### src/sv/pwf_pkg.sv
package pwf_pkg;

   localparam int unsigned TIME_WIDTH      = 32;
   localparam int unsigned COUNT_WIDTH     = 8;
   localparam int unsigned CSR_INDEX_WIDTH = 3;
   localparam int unsigned CSR_DATA_WIDTH  = 32;

   // Event kinds.
   localparam logic [3:0] KIND_BOOT      = 4'd0;
   localparam logic [3:0] KIND_BEGIN     = 4'd1;
   localparam logic [3:0] KIND_AUTH      = 4'd2;
   localparam logic [3:0] KIND_ENROLL    = 4'd3;
   localparam logic [3:0] KIND_SUBMIT    = 4'd4;
   localparam logic [3:0] KIND_USABLE    = 4'd5;
   localparam logic [3:0] KIND_CONFIRM   = 4'd6;
   localparam logic [3:0] KIND_PROMOTE   = 4'd7;
   localparam logic [3:0] KIND_FAIL      = 4'd8;
   localparam logic [3:0] KIND_AUTHORIZE = 4'd9;
   localparam logic [3:0] KIND_CLOSE     = 4'd10;
   localparam logic [3:0] KIND_TICK      = 4'd11;

   // Configuration register indexes.
   localparam logic [CSR_INDEX_WIDTH-1:0] CSR_WINDOW_DURATION   = 3'd0;
   localparam logic [CSR_INDEX_WIDTH-1:0] CSR_HANDOVER_DURATION = 3'd1;
   localparam logic [CSR_INDEX_WIDTH-1:0] CSR_COOLDOWN_DURATION = 3'd2;
   localparam logic [CSR_INDEX_WIDTH-1:0] CSR_MAX_AUTH_FAILURES = 3'd3;
   localparam logic [CSR_INDEX_WIDTH-1:0] CSR_MAX_SSID_BYTES    = 3'd4;
   localparam logic [CSR_INDEX_WIDTH-1:0] CSR_MIN_PASS_BYTES    = 3'd5;
   localparam logic [CSR_INDEX_WIDTH-1:0] CSR_MAX_PASS_BYTES    = 3'd6;

   // Encoded mode values as they appear on the result channel.
   localparam logic [2:0] MODE_CODE_AWAIT    = 3'd0;
   localparam logic [2:0] MODE_CODE_OPER     = 3'd1;
   localparam logic [2:0] MODE_CODE_WINDOW   = 3'd2;
   localparam logic [2:0] MODE_CODE_PENDING  = 3'd3;
   localparam logic [2:0] MODE_CODE_HANDOVER = 3'd4;
   localparam logic [2:0] MODE_CODE_PROMOTE  = 3'd5;
   localparam logic [2:0] MODE_CODE_OFFLINE  = 3'd6;

   typedef enum logic [6:0] {
      MODE_AWAIT    = 7'b0000001,
      MODE_OPER     = 7'b0000010,
      MODE_WINDOW   = 7'b0000100,
      MODE_PENDING  = 7'b0001000,
      MODE_HANDOVER = 7'b0010000,
      MODE_PROMOTE  = 7'b0100000,
      MODE_OFFLINE  = 7'b1000000
   } mode_type;

   typedef struct packed {
      logic [3:0]            kind;
      logic [TIME_WIDTH-1:0] now_ms;
      logic                  indicator;
      logic                  has_owner;
      logic                  ssid_present;
      logic [7:0]            ssid_length;
      logic                  pass_present;
      logic [7:0]            pass_length;
   } req_payload_type;

   typedef struct packed {
      logic                   accepted;
      logic [2:0]             mode;
      logic                   session_ok;
      logic                   owner_is_bound;
      logic                   creds_active;
      logic [COUNT_WIDTH-1:0] failure_total;
   } rsp_payload_type;

   typedef struct packed {
      logic [TIME_WIDTH-1:0]  window_duration_ms;
      logic [TIME_WIDTH-1:0]  handover_duration_ms;
      logic [TIME_WIDTH-1:0]  cooldown_duration_ms;
      logic [COUNT_WIDTH-1:0] max_auth_failures;
      logic [7:0]             max_ssid_bytes;
      logic [7:0]             min_pass_bytes;
      logic [7:0]             max_pass_bytes;
   } cfg_type;

   function automatic logic [2:0] mode_code(input mode_type mode);
      logic [2:0] code;
      code = MODE_CODE_AWAIT;
      case (mode)
         MODE_AWAIT:    code = MODE_CODE_AWAIT;
         MODE_OPER:     code = MODE_CODE_OPER;
         MODE_WINDOW:   code = MODE_CODE_WINDOW;
         MODE_PENDING:  code = MODE_CODE_PENDING;
         MODE_HANDOVER: code = MODE_CODE_HANDOVER;
         MODE_PROMOTE:  code = MODE_CODE_PROMOTE;
         MODE_OFFLINE:  code = MODE_CODE_OFFLINE;
         default:       code = MODE_CODE_AWAIT;
      endcase
      return code;
   endfunction

endpackage

### src/sv/pwf_if.sv
interface pwf_req_if import pwf_pkg::*; ();
   logic            valid;
   logic            ready;
   req_payload_type data;

   modport source (output valid, output data, input ready);
   modport sink (input valid, input data, output ready);
endinterface

interface pwf_rsp_if import pwf_pkg::*; ();
   logic            valid;
   logic            ready;
   rsp_payload_type data;

   modport source (output valid, output data, input ready);
   modport sink (input valid, input data, output ready);
endinterface

### src/sv/provisioning_window_fsm.sv
// Provisioning window controller.
// Requests arrive on req_if (valid/ready); each carries one provisioning event
// and a wrapping millisecond time stamp. Every request yields exactly one
// response on rsp_if with the accepted flag and the resulting mode and flags.
// A request is taken into an input register; once the output register is free
// or drains, the event is applied to the mode register, flags, failure counter
// and time stamps and the response is written to the output register, at the
// same edge. One request can be taken every cycle while rsp_if.ready stays
// high; the state registers and the output register load at the same edge,
// which sets that rate.
// When the receiver holds rsp_if.ready low, the response stays put and one more
// request is parked in the input register; after that req_if.ready drops.
// Configuration registers are written through csr_we/csr_index/csr_wdata and
// should only change while no request is in flight.
// Synchronous reset clears both channel stages, the mode (awaiting activation),
// all flags, the failure count and the time stamps, and restores the register
// defaults.
module provisioning_window_fsm import pwf_pkg::*; (
   input  logic                       clock,
   input  logic                       reset,
   pwf_req_if.sink                    req_if,
   pwf_rsp_if.source                  rsp_if,
   input  logic                       csr_we,
   input  logic [CSR_INDEX_WIDTH-1:0] csr_index,
   input  logic [CSR_DATA_WIDTH-1:0]  csr_wdata
);

   cfg_type         cfg;
   logic            stage_valid_ff, stage_valid_in;
   req_payload_type stage_data_ff;
   logic            rsp_valid_ff, rsp_valid_in;
   rsp_payload_type rsp_data_ff;
   rsp_payload_type core_result;
   logic            advance;

   pwf_csr u_csr (
      .clock     (clock),
      .reset     (reset),
      .csr_we    (csr_we),
      .csr_index (csr_index),
      .csr_wdata (csr_wdata),
      .cfg       (cfg)
   );

   pwf_core u_core (
      .clock  (clock),
      .reset  (reset),
      .step   (advance),
      .cmd    (stage_data_ff),
      .cfg    (cfg),
      .result (core_result)
   );

   // The parked request moves on whenever the output register is free or drains.
   assign advance       = stage_valid_ff && (!rsp_valid_ff || rsp_if.ready);
   assign req_if.ready  = !stage_valid_ff || advance;
   assign rsp_if.valid  = rsp_valid_ff;
   assign rsp_if.data   = rsp_data_ff;

   always_comb begin
      stage_valid_in = stage_valid_ff;
      if (req_if.ready) begin
         stage_valid_in = req_if.valid;
      end
      rsp_valid_in = rsp_valid_ff;
      if (advance) begin
         rsp_valid_in = 1'b1;
      end else if (rsp_if.ready) begin
         rsp_valid_in = 1'b0;
      end
   end

   always_ff @(posedge clock) begin
      if (reset) begin
         stage_valid_ff <= 1'b0;
         rsp_valid_ff   <= 1'b0;
      end else begin
         stage_valid_ff <= stage_valid_in;
         rsp_valid_ff   <= rsp_valid_in;
      end
   end

   always_ff @(posedge clock) begin
      if (req_if.ready && req_if.valid) begin
         stage_data_ff <= req_if.data;
      end
      if (advance) begin
         rsp_data_ff <= core_result;
      end
   end

   a_reset_clears_rsp : assert property (@(posedge clock)
      $past(reset) |-> !rsp_if.valid)
      else $error("response valid right after reset");

   a_advance_gives_rsp : assert property (@(posedge clock) disable iff (reset)
      advance |=> rsp_if.valid)
      else $error("applied request produced no response");

   a_stall_means_full : assert property (@(posedge clock) disable iff (reset)
      !req_if.ready |-> (stage_valid_ff && rsp_if.valid && !rsp_if.ready))
      else $error("request side stalled without both stages full");

   a_session_in_window : assert property (@(posedge clock) disable iff (reset)
      (rsp_if.valid && rsp_if.data.session_ok) |-> (rsp_if.data.mode == MODE_CODE_WINDOW))
      else $error("session reported outside the window");

endmodule

### src/sv/pwf_csr.sv
module pwf_csr import pwf_pkg::*; (
   input  logic                       clock,
   input  logic                       reset,
   input  logic                       csr_we,
   input  logic [CSR_INDEX_WIDTH-1:0] csr_index,
   input  logic [CSR_DATA_WIDTH-1:0]  csr_wdata,
   output cfg_type                    cfg
);

   cfg_type cfg_ff;
   cfg_type cfg_in;

   always_comb begin
      cfg_in = cfg_ff;
      if (csr_we) begin
         case (csr_index)
            CSR_WINDOW_DURATION:   cfg_in.window_duration_ms   = csr_wdata[TIME_WIDTH-1:0];
            CSR_HANDOVER_DURATION: cfg_in.handover_duration_ms = csr_wdata[TIME_WIDTH-1:0];
            CSR_COOLDOWN_DURATION: cfg_in.cooldown_duration_ms = csr_wdata[TIME_WIDTH-1:0];
            CSR_MAX_AUTH_FAILURES: cfg_in.max_auth_failures    = csr_wdata[COUNT_WIDTH-1:0];
            CSR_MAX_SSID_BYTES:    cfg_in.max_ssid_bytes       = csr_wdata[7:0];
            CSR_MIN_PASS_BYTES:    cfg_in.min_pass_bytes       = csr_wdata[7:0];
            CSR_MAX_PASS_BYTES:    cfg_in.max_pass_bytes       = csr_wdata[7:0];
            default: ;
         endcase
      end
   end

   always_ff @(posedge clock) begin
      if (reset) begin
         cfg_ff.window_duration_ms   <= 32'd300000;
         cfg_ff.handover_duration_ms <= 32'd30000;
         cfg_ff.cooldown_duration_ms <= 32'd60000;
         cfg_ff.max_auth_failures    <= 8'd5;
         cfg_ff.max_ssid_bytes       <= 8'd32;
         cfg_ff.min_pass_bytes       <= 8'd8;
         cfg_ff.max_pass_bytes       <= 8'd63;
      end else begin
         cfg_ff <= cfg_in;
      end
   end

   assign cfg = cfg_ff;

endmodule

### src/sv/pwf_core.sv
module pwf_core import pwf_pkg::*; (
   input  logic            clock,
   input  logic            reset,
   input  logic            step,
   input  req_payload_type cmd,
   input  cfg_type         cfg,
   output rsp_payload_type result
);

   mode_type               mode_ff, mode_in;
   logic                   active_ff, active_in;
   logic                   owner_ff, owner_in;
   logic                   pending_ff, pending_in;
   logic                   session_ff, session_in;
   logic [COUNT_WIDTH-1:0] fail_count_ff, fail_count_in;
   logic [TIME_WIDTH-1:0]  window_start_ff, window_start_in;
   logic [TIME_WIDTH-1:0]  handover_start_ff, handover_start_in;
   logic [TIME_WIDTH-1:0]  cooldown_until_ff, cooldown_until_in;
   logic                   accepted;

   logic                   win;
   logic [TIME_WIDTH-1:0]  since_window;
   logic [TIME_WIDTH-1:0]  since_handover;
   logic [TIME_WIDTH-1:0]  since_cooldown;
   logic                   window_expired;
   logic                   handover_expired;
   logic                   in_cooldown;
   logic                   creds_ok;
   logic [COUNT_WIDTH-1:0] fail_bumped;

   assign win              = (mode_ff == MODE_WINDOW);
   assign since_window     = cmd.now_ms - window_start_ff;
   assign since_handover   = cmd.now_ms - handover_start_ff;
   assign since_cooldown   = cmd.now_ms - cooldown_until_ff;
   assign window_expired   = (since_window >= cfg.window_duration_ms);
   assign handover_expired = (since_handover >= cfg.handover_duration_ms);
   // Before the deadline when the wrapped difference is negative.
   assign in_cooldown      = (cooldown_until_ff != '0) && since_cooldown[TIME_WIDTH-1];
   assign creds_ok = cmd.ssid_present && (cmd.ssid_length != 8'd0)
                     && (cmd.ssid_length <= cfg.max_ssid_bytes)
                     && cmd.pass_present && (cmd.pass_length >= cfg.min_pass_bytes)
                     && (cmd.pass_length <= cfg.max_pass_bytes);
   assign fail_bumped = (fail_count_ff < cfg.max_auth_failures)
                        ? fail_count_ff + COUNT_WIDTH'(1) : fail_count_ff;

   always_comb begin
      mode_in           = mode_ff;
      active_in         = active_ff;
      owner_in          = owner_ff;
      pending_in        = pending_ff;
      session_in        = session_ff;
      fail_count_in     = fail_count_ff;
      window_start_in   = window_start_ff;
      handover_start_in = handover_start_ff;
      cooldown_until_in = cooldown_until_ff;
      accepted          = 1'b0;

      case (cmd.kind)
         KIND_BOOT: begin
            active_in  = cmd.indicator;
            owner_in   = cmd.has_owner;
            pending_in = 1'b0;
            session_in = 1'b0;
            mode_in    = cmd.indicator ? MODE_OPER : MODE_AWAIT;
            accepted   = 1'b1;
         end
         KIND_BEGIN: begin
            if ((mode_ff == MODE_AWAIT || mode_ff == MODE_OPER || mode_ff == MODE_OFFLINE)
                && !in_cooldown) begin
               window_start_in = cmd.now_ms;
               fail_count_in   = '0;
               pending_in      = 1'b0;
               session_in      = 1'b0;
               mode_in         = MODE_WINDOW;
               accepted        = 1'b1;
            end
         end
         KIND_AUTH: begin
            if (win) begin
               session_in = 1'b1;
               accepted   = 1'b1;
            end
         end
         KIND_ENROLL: begin
            if (win && session_ff && !owner_ff) begin
               owner_in = 1'b1;
               accepted = 1'b1;
            end
         end
         KIND_SUBMIT: begin
            if (win && session_ff && owner_ff && creds_ok) begin
               pending_in = 1'b1;
               mode_in    = MODE_PENDING;
               accepted   = 1'b1;
            end
         end
         KIND_USABLE: begin
            if (mode_ff == MODE_PENDING && pending_ff) begin
               handover_start_in = cmd.now_ms;
               mode_in           = MODE_HANDOVER;
               accepted          = 1'b1;
            end
         end
         KIND_CONFIRM: begin
            if (mode_ff == MODE_HANDOVER && !since_handover[TIME_WIDTH-1]
                && !handover_expired) begin
               mode_in  = MODE_PROMOTE;
               accepted = 1'b1;
            end
         end
         KIND_PROMOTE: begin
            if (mode_ff == MODE_PROMOTE && pending_ff) begin
               active_in  = 1'b1;
               pending_in = 1'b0;
               session_in = 1'b0;
               mode_in    = MODE_OPER;
               accepted   = 1'b1;
            end
         end
         KIND_FAIL: begin
            if (win) begin
               fail_count_in = fail_bumped;
               if (fail_bumped >= cfg.max_auth_failures) begin
                  cooldown_until_in = cmd.now_ms + cfg.cooldown_duration_ms;
                  session_in        = 1'b0;
                  mode_in           = active_ff ? MODE_OPER : MODE_AWAIT;
               end
               accepted = 1'b1;
            end
         end
         KIND_AUTHORIZE: begin
            accepted = win && session_ff && owner_ff && cmd.indicator;
         end
         KIND_CLOSE: begin
            pending_in = 1'b0;
            session_in = 1'b0;
            mode_in    = (cmd.indicator && active_ff) ? MODE_OPER : MODE_AWAIT;
            accepted   = 1'b1;
         end
         KIND_TICK: begin
            if ((win || mode_ff == MODE_PENDING || mode_ff == MODE_HANDOVER)
                && (window_expired || (mode_ff == MODE_HANDOVER && handover_expired))) begin
               pending_in = 1'b0;
               session_in = 1'b0;
               mode_in    = active_ff ? MODE_OPER : MODE_AWAIT;
            end
            accepted = 1'b1;
         end
         default: ;
      endcase
   end

   always_ff @(posedge clock) begin
      if (reset) begin
         mode_ff           <= MODE_AWAIT;
         active_ff         <= 1'b0;
         owner_ff          <= 1'b0;
         pending_ff        <= 1'b0;
         session_ff        <= 1'b0;
         fail_count_ff     <= '0;
         window_start_ff   <= '0;
         handover_start_ff <= '0;
         cooldown_until_ff <= '0;
      end else if (step) begin
         mode_ff           <= mode_in;
         active_ff         <= active_in;
         owner_ff          <= owner_in;
         pending_ff        <= pending_in;
         session_ff        <= session_in;
         fail_count_ff     <= fail_count_in;
         window_start_ff   <= window_start_in;
         handover_start_ff <= handover_start_in;
         cooldown_until_ff <= cooldown_until_in;
      end
   end

   always_comb begin
      result.accepted       = accepted;
      result.mode           = mode_code(mode_in);
      result.session_ok     = (mode_in == MODE_WINDOW) && session_in;
      result.owner_is_bound = owner_in;
      result.creds_active   = active_in;
      result.failure_total  = fail_count_in;
   end

endmodule

### src/flat_wrapper.sv
// flat-port wrapper written by rule: the top's interface ports become plain ports
module provisioning_window_fsm_flat import pwf_pkg::*;
  (clock, reset, csr_we, csr_index, csr_wdata, req_if_valid, req_if_data, req_if_ready, rsp_if_valid, rsp_if_data, rsp_if_ready);
  pwf_req_if req_if_i ();
  pwf_rsp_if rsp_if_i ();
  input  logic clock;
  input  logic reset;
  input  logic csr_we;
  input  logic [CSR_INDEX_WIDTH-1:0] csr_index;
  input  logic [CSR_DATA_WIDTH-1:0] csr_wdata;
  input wire logic [$bits(req_if_i.valid)-1:0] req_if_valid;
  input wire logic [$bits(req_if_i.data)-1:0] req_if_data;
  output wire logic [$bits(req_if_i.ready)-1:0] req_if_ready;
  output wire logic [$bits(rsp_if_i.valid)-1:0] rsp_if_valid;
  output wire logic [$bits(rsp_if_i.data)-1:0] rsp_if_data;
  input wire logic [$bits(rsp_if_i.ready)-1:0] rsp_if_ready;
  assign req_if_i.valid = req_if_valid;
  assign req_if_i.data = req_if_data;
  assign req_if_ready = req_if_i.ready;
  assign rsp_if_valid = rsp_if_i.valid;
  assign rsp_if_data = rsp_if_i.data;
  assign rsp_if_i.ready = rsp_if_ready;
  provisioning_window_fsm u_core (.clock(clock), .reset(reset), .req_if(req_if_i), .rsp_if(rsp_if_i), .csr_we(csr_we), .csr_index(csr_index), .csr_wdata(csr_wdata));
endmodule
### config.mk
export PLATFORM = sky130hd
export DESIGN_NAME = provisioning_window_fsm_flat
export DESIGN_NICKNAME = d
export VERILOG_FILES = /design/src/sv/pwf_pkg.sv /design/src/sv/pwf_if.sv /design/src/sv/provisioning_window_fsm.sv /design/src/sv/pwf_csr.sv /design/src/sv/pwf_core.sv /design/src/flat_wrapper.sv
export SDC_FILE = /design/constraint.sdc
export NUM_CORES = 1
export LEC_CHECK = 0
export BUFFER_PORTS_ARGS = -buffer_cell sky130_fd_sc_hd__buf_2
export CORE_AREA = 2 2 226 228
export DETAILED_ROUTE_END_ITERATION = 16
export DIE_AREA = 0 0 228 230
export PLACE_DENSITY = 0.53
export SLEW_MARGIN = 5
export SYNTH_ARGS = -nofsm -noshare
export SYNTH_HDL_FRONTEND = slang
export SYNTH_SLANG_ARGS = --single-unit
### constraint.sdc
create_clock -name clock -period 8.3 [get_ports clock]
set_input_delay 0.415 -clock clock [delete_from_list [all_inputs] [get_ports clock]]
set_output_delay 0.415 -clock clock [all_outputs]
set_load 0.03 [all_outputs]
==> results.yml, run 1 <==
outcome:
  status: "finished clean"
pwr:
  p_per_area_nw_per_um2: 178
  total_leakage_power_nw: 9.18
  peakVddDrop_mv: 0.214
synthesis:
  synth.area.mux_share_pct: 1.94
  postSynthAreaPerCell_um2: 8.15
  synthAdderAreaFrac_pct: 14.6
  yosysSeqAreaShare_pct: 35.5
  syn_area_um2: 19800
  syn_inst: 2436
  synth_flop_cell: "dfxtp_1"
  synth_edf_count: 71
  yosysWarnings: 0
  synth_cell_type_count: 77
  synth_nets: 2762
  ys_seq_elements: 316
  synthXorXnorAreaFrac_pct: 4.15
  synth_compound_area_share_pct: 18.5
  synthSimpleGateAreaFrac_pct: 19.4
  synth_top_family_by_area: "simple AND/OR/NAND/NOR gates"
  async_reset_ff_share_pct: 0
floorplan:
  start_util_pct: 39.8
  die_w_um: 228
  fp.dieH_um: 230
  ioPinCount: 113
  fp-row-count: 82
  dieArea_um2: 52400
  fp.coreArea_um2: 49900
routing:
  vias_per_cell: 5.31
  finalWirelength_um: 58400
  ant_nets: 0
  avgRoutedWirePerCell_um: 17.9
  drt_iter0_markers: 1040
  vias: 17300
  drcViolationCount: 0
  dr.pass1.iters: 5
sta:
  slew_headroom_pct: 19.4
  finalSetupViolations: 0
  timing.final.max_slew_violations: 0
  finalCritPeriodShare_pct: 91.6
  finalHoldViolCount: 0
  rsz0062_at_grt: "no"
  fmax_mhz: 132
  min_period_ns: 7.60
  setup_tns_ns: 0
  worst_pin_slew_ns: 1.18
  skew_ns: 0.0278
critical_path:
  cp_slowest_cell: "a211oi_1"
  r2r_slack_ns: 0.70
  crit_path_end_kind: "flop"
  reg2reg_to: "u_core.rsp_if.data[11]$_DFFE_PP_"
  arrival_ns: 7.96
  reg2reg_depth: 27
  crit_type: "reg -> reg"
  critPathMaxStageDelay_ns: 0.52
  r2r_start: "u_core.stage_data_ff[20]$_DFFE_PP_"
  start_kind: "flop"
  worst-path-max-fanout: 8
  critPathRequiredTime_ns: 8.66
  crit_top_cell: "a211oi_1"
place:
  io_buffer_count: 112
  hpwl_um: 42300
  place_congestion: 0.887
clock_tree:
  cts-buffers-inserted: 40
  postCtsSetupBuffers: 0
  clockBufferDepth: 3
  clock_sinks: 316
  path_clk_slew_ns: 0.06
  clk_latency_ns: 0.58
  cts-root-buf: "clkbuf_16"
  htreeDepth: 2
  cts_tree: "yes"
finish:
  diodes: 0
  nNetsFinal: 2881
  fin_util_pct: 45.8
  syn2layout_area_growth_pct: 15.1
  drive_gt1_share_pct: 8.81
flow_run:
  drv_cap: 0
grt:
  grt_pass1_vias: 16800
  grt_max_degree: 75
  grt_use_total_pct: 22.2
  grt_overflow: 0
  grt_pass1_wl_um: 92900
  antenna_found_initial: 1
hold_path:
  hold_path_class: "in -> reg"
  hold_start: "req_if_data[29]"
  whs_endpoint: "u_core.stage_data_ff[29]$_DFFE_PP_"
  hold_depth: 1
synth_stat cells (5+ instances only):
master	count	share of area, %
a31oi_1	18	0.57
and2_1	19	0.60
nor2b_1	30	0.95
xnor2_1	59	2.6
nor4b_1	5	0.22
and4_1	7	0.31
a21o_1	53	2.0
a21oi_1	272	6.9
o21bai_1	11	0.42
a211o_1	6	0.26
a221oi_1	6	0.26
nand2b_1	22	0.69
nor3_1	28	0.71
nand4_1	22	0.69
ha_1	227	14
mux2i_1	35	1.8
nor2_1	146	2.8
and3_1	19	0.60
edfxtp_1	71	11
or2_2	9	0.28
nor4_1	19	0.60
o21ai_0	79	2.0
a211oi_1	21	0.79
dfxtp_1	245	25
nand3_1	53	1.3
nand2_1	449	8.5
o21a_1	19	0.72
inv_1	225	4.3
clkbuf_1	85	1.6
o211ai_1	36	1.4
xor2_1	35	1.5
state kept, by name (all words and copies together) (netlist names):
register                         flops
u_core.u_csr.cfg                   128
u_core.stage_valid_ff                1
u_core.u_core.cooldown_until_ff     32
u_core.u_core.fail_count_ff          8
u_core.rsp_if.valid                  1
u_core.u_core.active_ff              1
u_core.u_core.mode_ff                7
u_core.u_core.owner_ff               1
u_core.rsp_if.data                  15
u_core.u_core.window_start_ff       32
u_core.u_core.session_ff             1
u_core.u_core.pending_ff             1
u_core.u_core.handover_start_ff     32
u_core.stage_data_ff                56
metal layers:
| metal | global-route usage [%] | wire length [um] | up-vias |
|---|---|---|---|
| met5 | 0 | 0 | - |
| met4 | 6.37 | 1360 | 0 |
| met3 | 2.57 | 2670 | 78 |
| met2 | 36.1 | 26200 | 361 |
| met1 | 31.0 | 28200 | 8166 |
| li1 | - | - | 8701 |
critical path: cells and delay by family (launching register included):
family,cells,cell delay (ns)
buffers and inverters,3,0.40
flip-flops,1,0.43
AO/OA/AOI/OAI,17,4.74
adder cells (fa/ha/maj),3,0.90
XOR/XNOR,1,0.20
AND/OR/NAND/NOR,3,0.75
worst max path at each step:
stage	start	endpoint	slack, ns	depth (start not counted)
3_5_place_dp	u_core.stage_data_ff[20]$_DFFE_PP_	u_core.rsp_if.data[11]$_DFFE_PP_	0.81	27
5_1_grt	u_core.stage_data_ff[20]$_DFFE_PP_	u_core.rsp_if.data[11]$_DFFE_PP_	0.20	27
3_3_place_gp	u_core.stage_data_ff[20]$_DFFE_PP_	u_core.rsp_if.data[11]$_DFFE_PP_	1.11	27
6_report	u_core.stage_data_ff[20]$_DFFE_PP_	u_core.rsp_if.data[11]$_DFFE_PP_	0.70	27
4_1_cts	u_core.stage_data_ff[20]$_DFFE_PP_	u_core.rsp_if.data[11]$_DFFE_PP_	0.78	27
2_1_floorplan	u_core.stage_data_ff[20]$_DFFE_PP_	u_core.rsp_if.data[11]$_DFFE_PP_	2.35	26
stage by stage:
step	hold WS, ns	total power [mW]	worst slack (ns)	cells	instance area [um^2]
after floorplan	0.436	2.06	2.35	2436	19800
after global placement	0.442	2.23	1.11	3143	21000
after detailed placement	0.446	2.24	0.812	3143	21000
after CTS	0.000341	4.12	0.779	3259	22800
after global routing	0.0158	4.26	0.195	3259	22800
final	0.0253	4.07	0.696	3259	22800
what timing repair did:
item | in CTS | in global routing
gates resized for setup | 0 | 0
hold buffers | 42 | 0
endpoints found under the hold margin | 42 | 0
cell usage in the layout (no fill, tap or decap), types with 7 or more instances in the layout:
cell type      Yosys  final
and4_1             7      7
and2_1            19     18
inv_1            225    225
nor3_1            28     26
dlygate4sd3_1      0     42
ha_1             227    227
mux2i_1           35     35
edfxtp_1          71     71
xnor2_1           59     59
o211ai_1          36     36
or2_2              9      9
a21o_1            53     53
a21oi_1          272    272
clkbuf_8           0      7
nand3_1           53     53
nand2b_1          22     22
xor2_1            35     35
o21ai_0           79     79
buf_2              1    111
nand4_1           22     22
clkbuf_16          0     42
nor4_1            19     18
nor2_1           146    144
a211oi_1          21     21
and3_1            19     19
dfxtp_1          245    245
nor2b_1           30     30
buf_4              0     12
o21a_1            19     19
a31oi_1           18     18
nand2_1          449    447
o21bai_1          11     11
kinds of logic after synthesis:
group | Yosys count
multiplexers | 38
buffers and inverters | 314
flip-flops | 316
AO/OA/AOI/OAI | 590
XOR/XNOR | 94
AND/OR/NAND/NOR | 854
adder cells (fa/ha/maj) | 230
cell type report:
cell class                      instances  area (um^2)
Inverter                              225          845
Sequential cell                       316         7040
Fill cell                            4985        27000
Clock inverter                         21          226
Multi-Input combinational cell       1806        11700
Timing Repair Buffer                  166         1080
Tap cell                              672          841
Clock buffer                           53         1160
power by group:
| part | internal (mW) | switching [mW] |
|---|---|---|
| clock network | 1.11 | 0.726 |
| logic | 0.233 | 0.339 |
| registers | 1.61 | 0.0438 |
| total | 2.96 | 1.11 |
No activity file was read; power rests on OpenSTA's default activity.
==> run 2, diff against run 1 <==
==> constraint.sdc (replaced) <==
create_clock -name clock -period 8.3 [get_ports clock]
set_input_delay 0 -clock clock [delete_from_list [all_inputs] [get_ports clock]]
set_output_delay 0 -clock clock [all_outputs]
set_load 0.03 [all_outputs]
==> results.yml, run 2 (synthesis gave the netlist of run 1 again) <==
flow_run:
  drv_cap: 0
place:
  dpl.cell_count: 3143
  hpwl_um: 42300
  io_buffer_count: 112
  post-place-ws_ns: 0.812
  place_congestion: 0.887
floorplan:
  fp-row-count: 82
  fp.dieH_um: 230
  ioPinCount: 113
  start_util_pct: 39.8
  dieArea_um2: 52400
  fp.coreArea_um2: 49900
  die_w_um: 228
clock_tree:
  cts_tree: "yes"
  clock_sinks: 316
  cts-root-buf: "clkbuf_16"
  clk_latency_ns: 0.58
  clockBufferDepth: 3
  postCtsSetupBuffers: 0
  cts-buffers-inserted: 40
  htreeDepth: 2
  path_clk_slew_ns: 0.06
hold_path:
  hold_depth: 2
  whs_endpoint: "u_core.stage_data_ff[37]$_DFFE_PP_"
  hold_start: "req_if_data[37]"
  hold_path_class: "in -> reg"
finish:
  final_common_cell: "nand2_1"
  syn2layout_area_growth_pct: 18.0
  layout_common_cells: "nand2_1, a21oi_1, dfxtp_1, ha_1, inv_1"
  layout.cells.non_filler: 3315
  diodes: 0
  fin_util_pct: 46.9
  fill_cells: 4940
  nNetsFinal: 2937
  largest_reg_flops: 128
  drive_gt1_share_pct: 8.63
routing:
  drt-met1-wl_um: 28400
  dr.pass1.iters: 5
  vias_per_cell: 5.27
  drcViolationCount: 0
  drt_iter0_markers: 999
  avgRoutedWirePerCell_um: 17.8
  ant_nets: 0
  finalWirelength_um: 59000
  vias: 17500
  highest_layer: "met4"
  route.met2.wl_um: 26600
  wl_met3_um: 2570
sta:
  slew_headroom_pct: 20.4
  finalCritPeriodShare_pct: 92.1
  setup_tns_ns: 0
  min_period_ns: 7.65
  worst_pin_slew_ns: 1.16
  timing.final.max_slew_violations: 0
  skew_ns: 0.0291
  finalSetupViolations: 0
  fmax_mhz: 131
  rsz0062_at_grt: "no"
  final.setup.worst_slack_ns: 0.652
  finalHoldViolCount: 0
pwr:
  clkPwrFrac_pct: 45.0
  total_leakage_power_nw: 9.42
  finalPower_mw: 4.09
  p_per_area_nw_per_um2: 175
  p_sw_share_pct: 27.3
  peakVddDrop_mv: 0.215
  comb_power_share_pct: 14.5
  seqPwrFrac_pct: 40.5
  p_switching_mw: 1.12
  internal_power_mw: 2.98
critical_path:
  reg2reg_depth: 27
  r2r_start: "u_core.stage_data_ff[20]$_DFFE_PP_"
  crit_type: "reg -> reg"
  critPathRequiredTime_ns: 8.65
  start_kind: "flop"
  r2r_slack_ns: 0.65
  crit_path_end_kind: "flop"
  reg2reg_to: "u_core.rsp_if.data[11]$_DFFE_PP_"
  worst-path-max-fanout: 8
  arrival_ns: 8.00
grt:
  grt_pass1_wl_um: 93800
  antenna_found_initial: 1
  grt_overflow: 0
  grt_use_total_pct: 22.4
  grt_pass1_vias: 17100
  grt_max_degree: 75
outcome:
  status: "finished clean"
[run 2: changes by cell type in the layout (fill, tap and decap cells not counted)]
cell | before | now
dlygate4sd3_1 | 42 | 98
[run 2: cell type report]
class | count | area (um^2) | share of cell area (%)
clock buffer | 53 | 1160 | 4.97
clock inverter | 21 | 226 | 0.968
inverter | 225 | 845 | 3.61
multi-input combinational | 1806 | 11700 | 49.8
sequential | 316 | 7040 | 30.1
tap | 672 | 841 | 3.59
timing repair buffer | 222 | 1640 | 7.00
[run 2: power by group through the flow]
stage,logic (mW),registers [mW],clock network [mW]
after floorplan,0.384,1.68,0
final,0.592,1.66,1.84
after global placement,0.544,1.69,0
after CTS,0.592,1.66,1.89
after global routing,0.665,1.66,1.95
after detailed placement,0.553,1.69,0
[run 2: worst max-delay path by stage]
stage                                             startpoint                                to  slack, ns  cells past startpoint
after global routing      u_core.stage_data_ff[20]$_DFFE_PP_  u_core.rsp_if.data[11]$_DFFE_PP_       0.20                     27
after detailed placement  u_core.stage_data_ff[20]$_DFFE_PP_  u_core.rsp_if.data[11]$_DFFE_PP_       0.81                     27
final                     u_core.stage_data_ff[20]$_DFFE_PP_  u_core.rsp_if.data[11]$_DFFE_PP_       0.65                     27
after floorplan           u_core.stage_data_ff[20]$_DFFE_PP_  u_core.rsp_if.data[11]$_DFFE_PP_       2.35                     26
after CTS                 u_core.stage_data_ff[20]$_DFFE_PP_  u_core.rsp_if.data[11]$_DFFE_PP_       0.78                     27
after global placement    u_core.stage_data_ff[20]$_DFFE_PP_  u_core.rsp_if.data[11]$_DFFE_PP_       1.11                     27
[run 2: what timing repair did]
| action | CTS | global route |
|---|---|---|
| hold buffers | 98 | 0 |
| endpoints found under the hold margin | 205 | 0 |
| gates resized for setup | 0 | 0 |
[run 2: metal layers]
metal	global-route usage, %	vias to the layer above
li1	-	8801
met1	31.2	8227
met2	36.6	356
met3	2.53	79
met4	6.37	0
met5	0	-
[run 2: worst max-delay path, stage by stage (launching register included)]
cell and delay [ns]:
edfxtp_1 0.43, inv_1 0.13, ha_1 0.18, inv_1 0.05
fa_1 0.41, a211oi_1 0.31, o21ai_0 0.17, a211oi_1 0.52
a211oi_1 0.19, nor4_1 0.49, o31ai_1 0.24, o41ai_1 0.33
buf_4 0.21, a22oi_1 0.09, a221oi_1 0.48, nand3_1 0.16
o311ai_0 0.14, ha_1 0.31, a21o_1 0.15, a221oi_1 0.33
o21ai_0 0.14, a21oi_1 0.29, o21bai_1 0.25, a31oi_2 0.26
a31oi_1 0.52, xnor2_1 0.19, nand2_1 0.09, a2111oi_2 0.36
[run 2: through the flow]
| step | cell area [um^2] | hold WS, ns |
|---|---|---|
| 2_1_floorplan | 19800 | 0.0989 |
| 3_5_place_dp | 21000 | 0.178 |
| 3_3_place_gp | 21000 | 0.177 |
| 5_1_grt | 23400 | 0.117 |
| 6_report | 23400 | 0.121 |
| 4_1_cts | 23400 | 0.0997 |
==> run 3, diff against run 2 <==
--- a/config.mk
+++ b/config.mk
@@ -6,10 +6,10 @@
 export NUM_CORES = 1
 export LEC_CHECK = 0
 export BUFFER_PORTS_ARGS = -buffer_cell sky130_fd_sc_hd__buf_2
-export CORE_AREA = 2 2 226 228
+export CORE_AREA = 2 2 190 192
 export DETAILED_ROUTE_END_ITERATION = 16
-export DIE_AREA = 0 0 228 230
-export PLACE_DENSITY = 0.53
+export DIE_AREA = 0 0 192 194
+export PLACE_DENSITY = 0.72
 export SLEW_MARGIN = 5
 export SYNTH_ARGS = -nofsm -noshare
 export SYNTH_HDL_FRONTEND = slang
==> constraint.sdc (replaced) <==
create_clock -name clock -period 9.7 [get_ports clock]
set_input_delay 0 -clock clock [delete_from_list [all_inputs] [get_ports clock]]
set_output_delay 0 -clock clock [all_outputs]
set_load 0.03 [all_outputs]
==> results.yml, run 3 (synthesis gave the netlist of run 1 again) <==
critical_path:
  worst-path-max-fanout: 8
  start_kind: "flop"
  reg2reg_depth: 24
  cp_num_cells: 24
  crit_path_end_kind: "flop"
  cp_top_family: "compound AO/OA/AOI/OAI gates"
  critPathRequiredTime_ns: 10.06
  r2r_slack_ns: 1.65
  cp_slowest_cell: "nor4_1"
  critPathMaxStageDelay_ns: 0.76
  path_cells: "inv_1 > ha_1 > inv_1 > fa_1 > a211oi_1 > o21ai_0 > a211oi_1 > a211oi_1 > nor4_1 > o31ai_1 > o41ai_1 > a22oi_1 > a221oi_1 > o311ai_0 > ha_1 > and4_1 > nand4_1 > nor3_1 > a21oi_1 > a21bo_2 > a31oi_2 > a31oi_1 > or3b_1 > a2111oi_2"
  arrival_ns: 8.41
  crit_top_cell: "a211oi_1"
  crit_type: "reg -> reg"
  path_buf_inv: 2
clock_tree:
  cts-root-buf: "clkbuf_16"
  postCtsHoldBufs: 95
  clockBufferDepth: 3
  path_clk_slew_ns: 0.06
  cts_resized: 0
  clk_latency_ns: 0.57
  postCtsSetupBuffers: 0
  clock_sinks: 316
  cts_tree: "yes"
  cts-buffers-inserted: 38
  htreeDepth: 2
routing:
  vias_per_cell: 5.78
  highest_layer: "met4"
  ant_nets: 0
  drt-met1-wl_um: 25100
  drt_iter0_markers: 1297
  avgRoutedWirePerCell_um: 18.2
  dr.pass1.iters: 6
  wl_met3_um: 3230
  finalWirelength_um: 56500
  vias: 17900
  route.met2.wl_um: 26500
  drcViolationCount: 0
sta:
  fin_hold_ws_ns: 0.0126
  min_period_ns: 8.05
  setup_tns_ns: 0
  finalHoldViolCount: 0
  timing.final.max_slew_violations: 0
  skew_ns: 0.0207
  slew_headroom_pct: 21.3
  finalSetupViolations: 0
  rsz0062_at_grt: "no"
  fmax_mhz: 124
  finalCritPeriodShare_pct: 82.9
  worst_pin_slew_ns: 1.18
floorplan:
  dieArea_um2: 37200
  die_w_um: 192
  fp.coreArea_um2: 35200
  ioPinCount: 113
  fp.dieH_um: 194
  fp-row-count: 69
  start_util_pct: 56.3
finish:
  drive_gt1_share_pct: 8.38
  multiInputGateArea_um2: 11700
  fin_util_pct: 65.4
  syn2layout_area_growth_pct: 16.1
  diodes: 0
  largest_reg_flops: 128
  regArea_um2: 7040
  nNetsFinal: 2933
  layout_common_cells: "nand2_1, a21oi_1, dfxtp_1, ha_1, inv_1"
  final_common_cell: "nand2_1"
  fill_cells: 3003
pwr:
  comb_power_share_pct: 14.8
  clkPwrFrac_pct: 43.9
  p_sw_share_pct: 26.9
  total_leakage_power_nw: 9.38
  seqPwrFrac_pct: 41.3
  finalPower_mw: 3.43
  internal_power_mw: 2.51
  p_per_area_nw_per_um2: 149
  p_switching_mw: 0.924
  peakVddDrop_mv: 0.166
grt:
  grt_pass1_wl_um: 89900
  grt_overflow: 0
  grt_use_total_pct: 30.2
  antenna_found_initial: 0
  grt_pass1_vias: 17400
  grt_max_degree: 121
outcome:
  status: "finished clean"
place:
  hpwl_um: 39700
  place_congestion: 0.920
  io_buffer_count: 112
flow_run:
  drv_cap: 0
hold_path:
  hold_depth: 2
  hold_path_class: "in -> reg"
==> run 3: changes by cell type in the layout (fill, tap and decap cells not counted), sizes merged <==
cell | previous run | this run
bufinv | 4 | 5
clkinvlp | 4 | 1
dlygate4sd3 | 98 | 95
buf | 124 | 125
clkinv | 9 | 13
clkbuf | 53 | 51
inv | 229 | 225
==> run 3: worst register-to-register path, stage by stage, from the launching register on <==
cell	delay [ns]
edfxtp_1	0.43
inv_1	0.14
ha_1	0.21
inv_1	0.06
fa_1	0.42
a211oi_1	0.31
o21ai_0	0.17
a211oi_1	0.47
a211oi_1	0.19
nor4_1	0.76
o31ai_1	0.23
o41ai_1	0.70
a22oi_1	0.20
a221oi_1	0.47
o311ai_0	0.24
ha_1	0.34
and4_1	0.21
nand4_1	0.11
nor3_1	0.18
a21oi_1	0.14
a21bo_2	0.30
a31oi_2	0.39
a31oi_1	0.33
or3b_1	0.45
a2111oi_2	0.36
==> run 3: cell type report <==
type	instances	share of cell area, %
Inverter	225	3.67
Multi-Input combinational cell	1806	50.6
Clock buffer	51	4.65
Clock inverter	19	1.06
Tap cell	461	2.50
Timing Repair Buffer	220	7.01
Sequential cell	316	30.5
==> run 3: through the flow <==
stage / cell area (um^2) / std cells / worst slack, ns
floorplan: 19800 / 2436 / 3.75
global placement: 20800 / 2933 / 2.11
detailed placement: 20800 / 2933 / 1.92
CTS: 23000 / 3098 / 1.86
global route: 23000 / 3098 / 1.08
finish: 23000 / 3098 / 1.65
==> run 3: power groups by stage <==
stage / Clock [mW] / Sequential [mW] / Combinational [mW]
floorplan: 0 / 1.44 / 0.328
global placement: 0 / 1.44 / 0.454
CTS: 1.52 / 1.42 / 0.501
finish: 1.51 / 1.42 / 0.508
global route: 1.57 / 1.42 / 0.565
detailed placement: 0 / 1.45 / 0.467
==> run 3: path summary, 6_finish.rpt <==
check | start | to
setup reg to reg | u_core.stage_data_ff[20]$_DFFE_PP_ | u_core.rsp_if.data[11]$_DFFE_PP_
hold / removal | reset | u_core.rsp_if.valid$_SDFFE_PP0P_
hold reg to reg | u_core.u_core.handover_start_ff[4]$_SDFFE_PP0P_ | u_core.u_core.handover_start_ff[4]$_SDFFE_PP0P_
setup / recovery | u_core.stage_data_ff[20]$_DFFE_PP_ | u_core.rsp_if.data[11]$_DFFE_PP_
==> run 3: layer usage <==
metal	up-vias	GRT usage, %
li1	8794	-
met2	516	50.7
met3	109	4.27
met5	-	0
met1	8496	40.1
met4	0	9.56
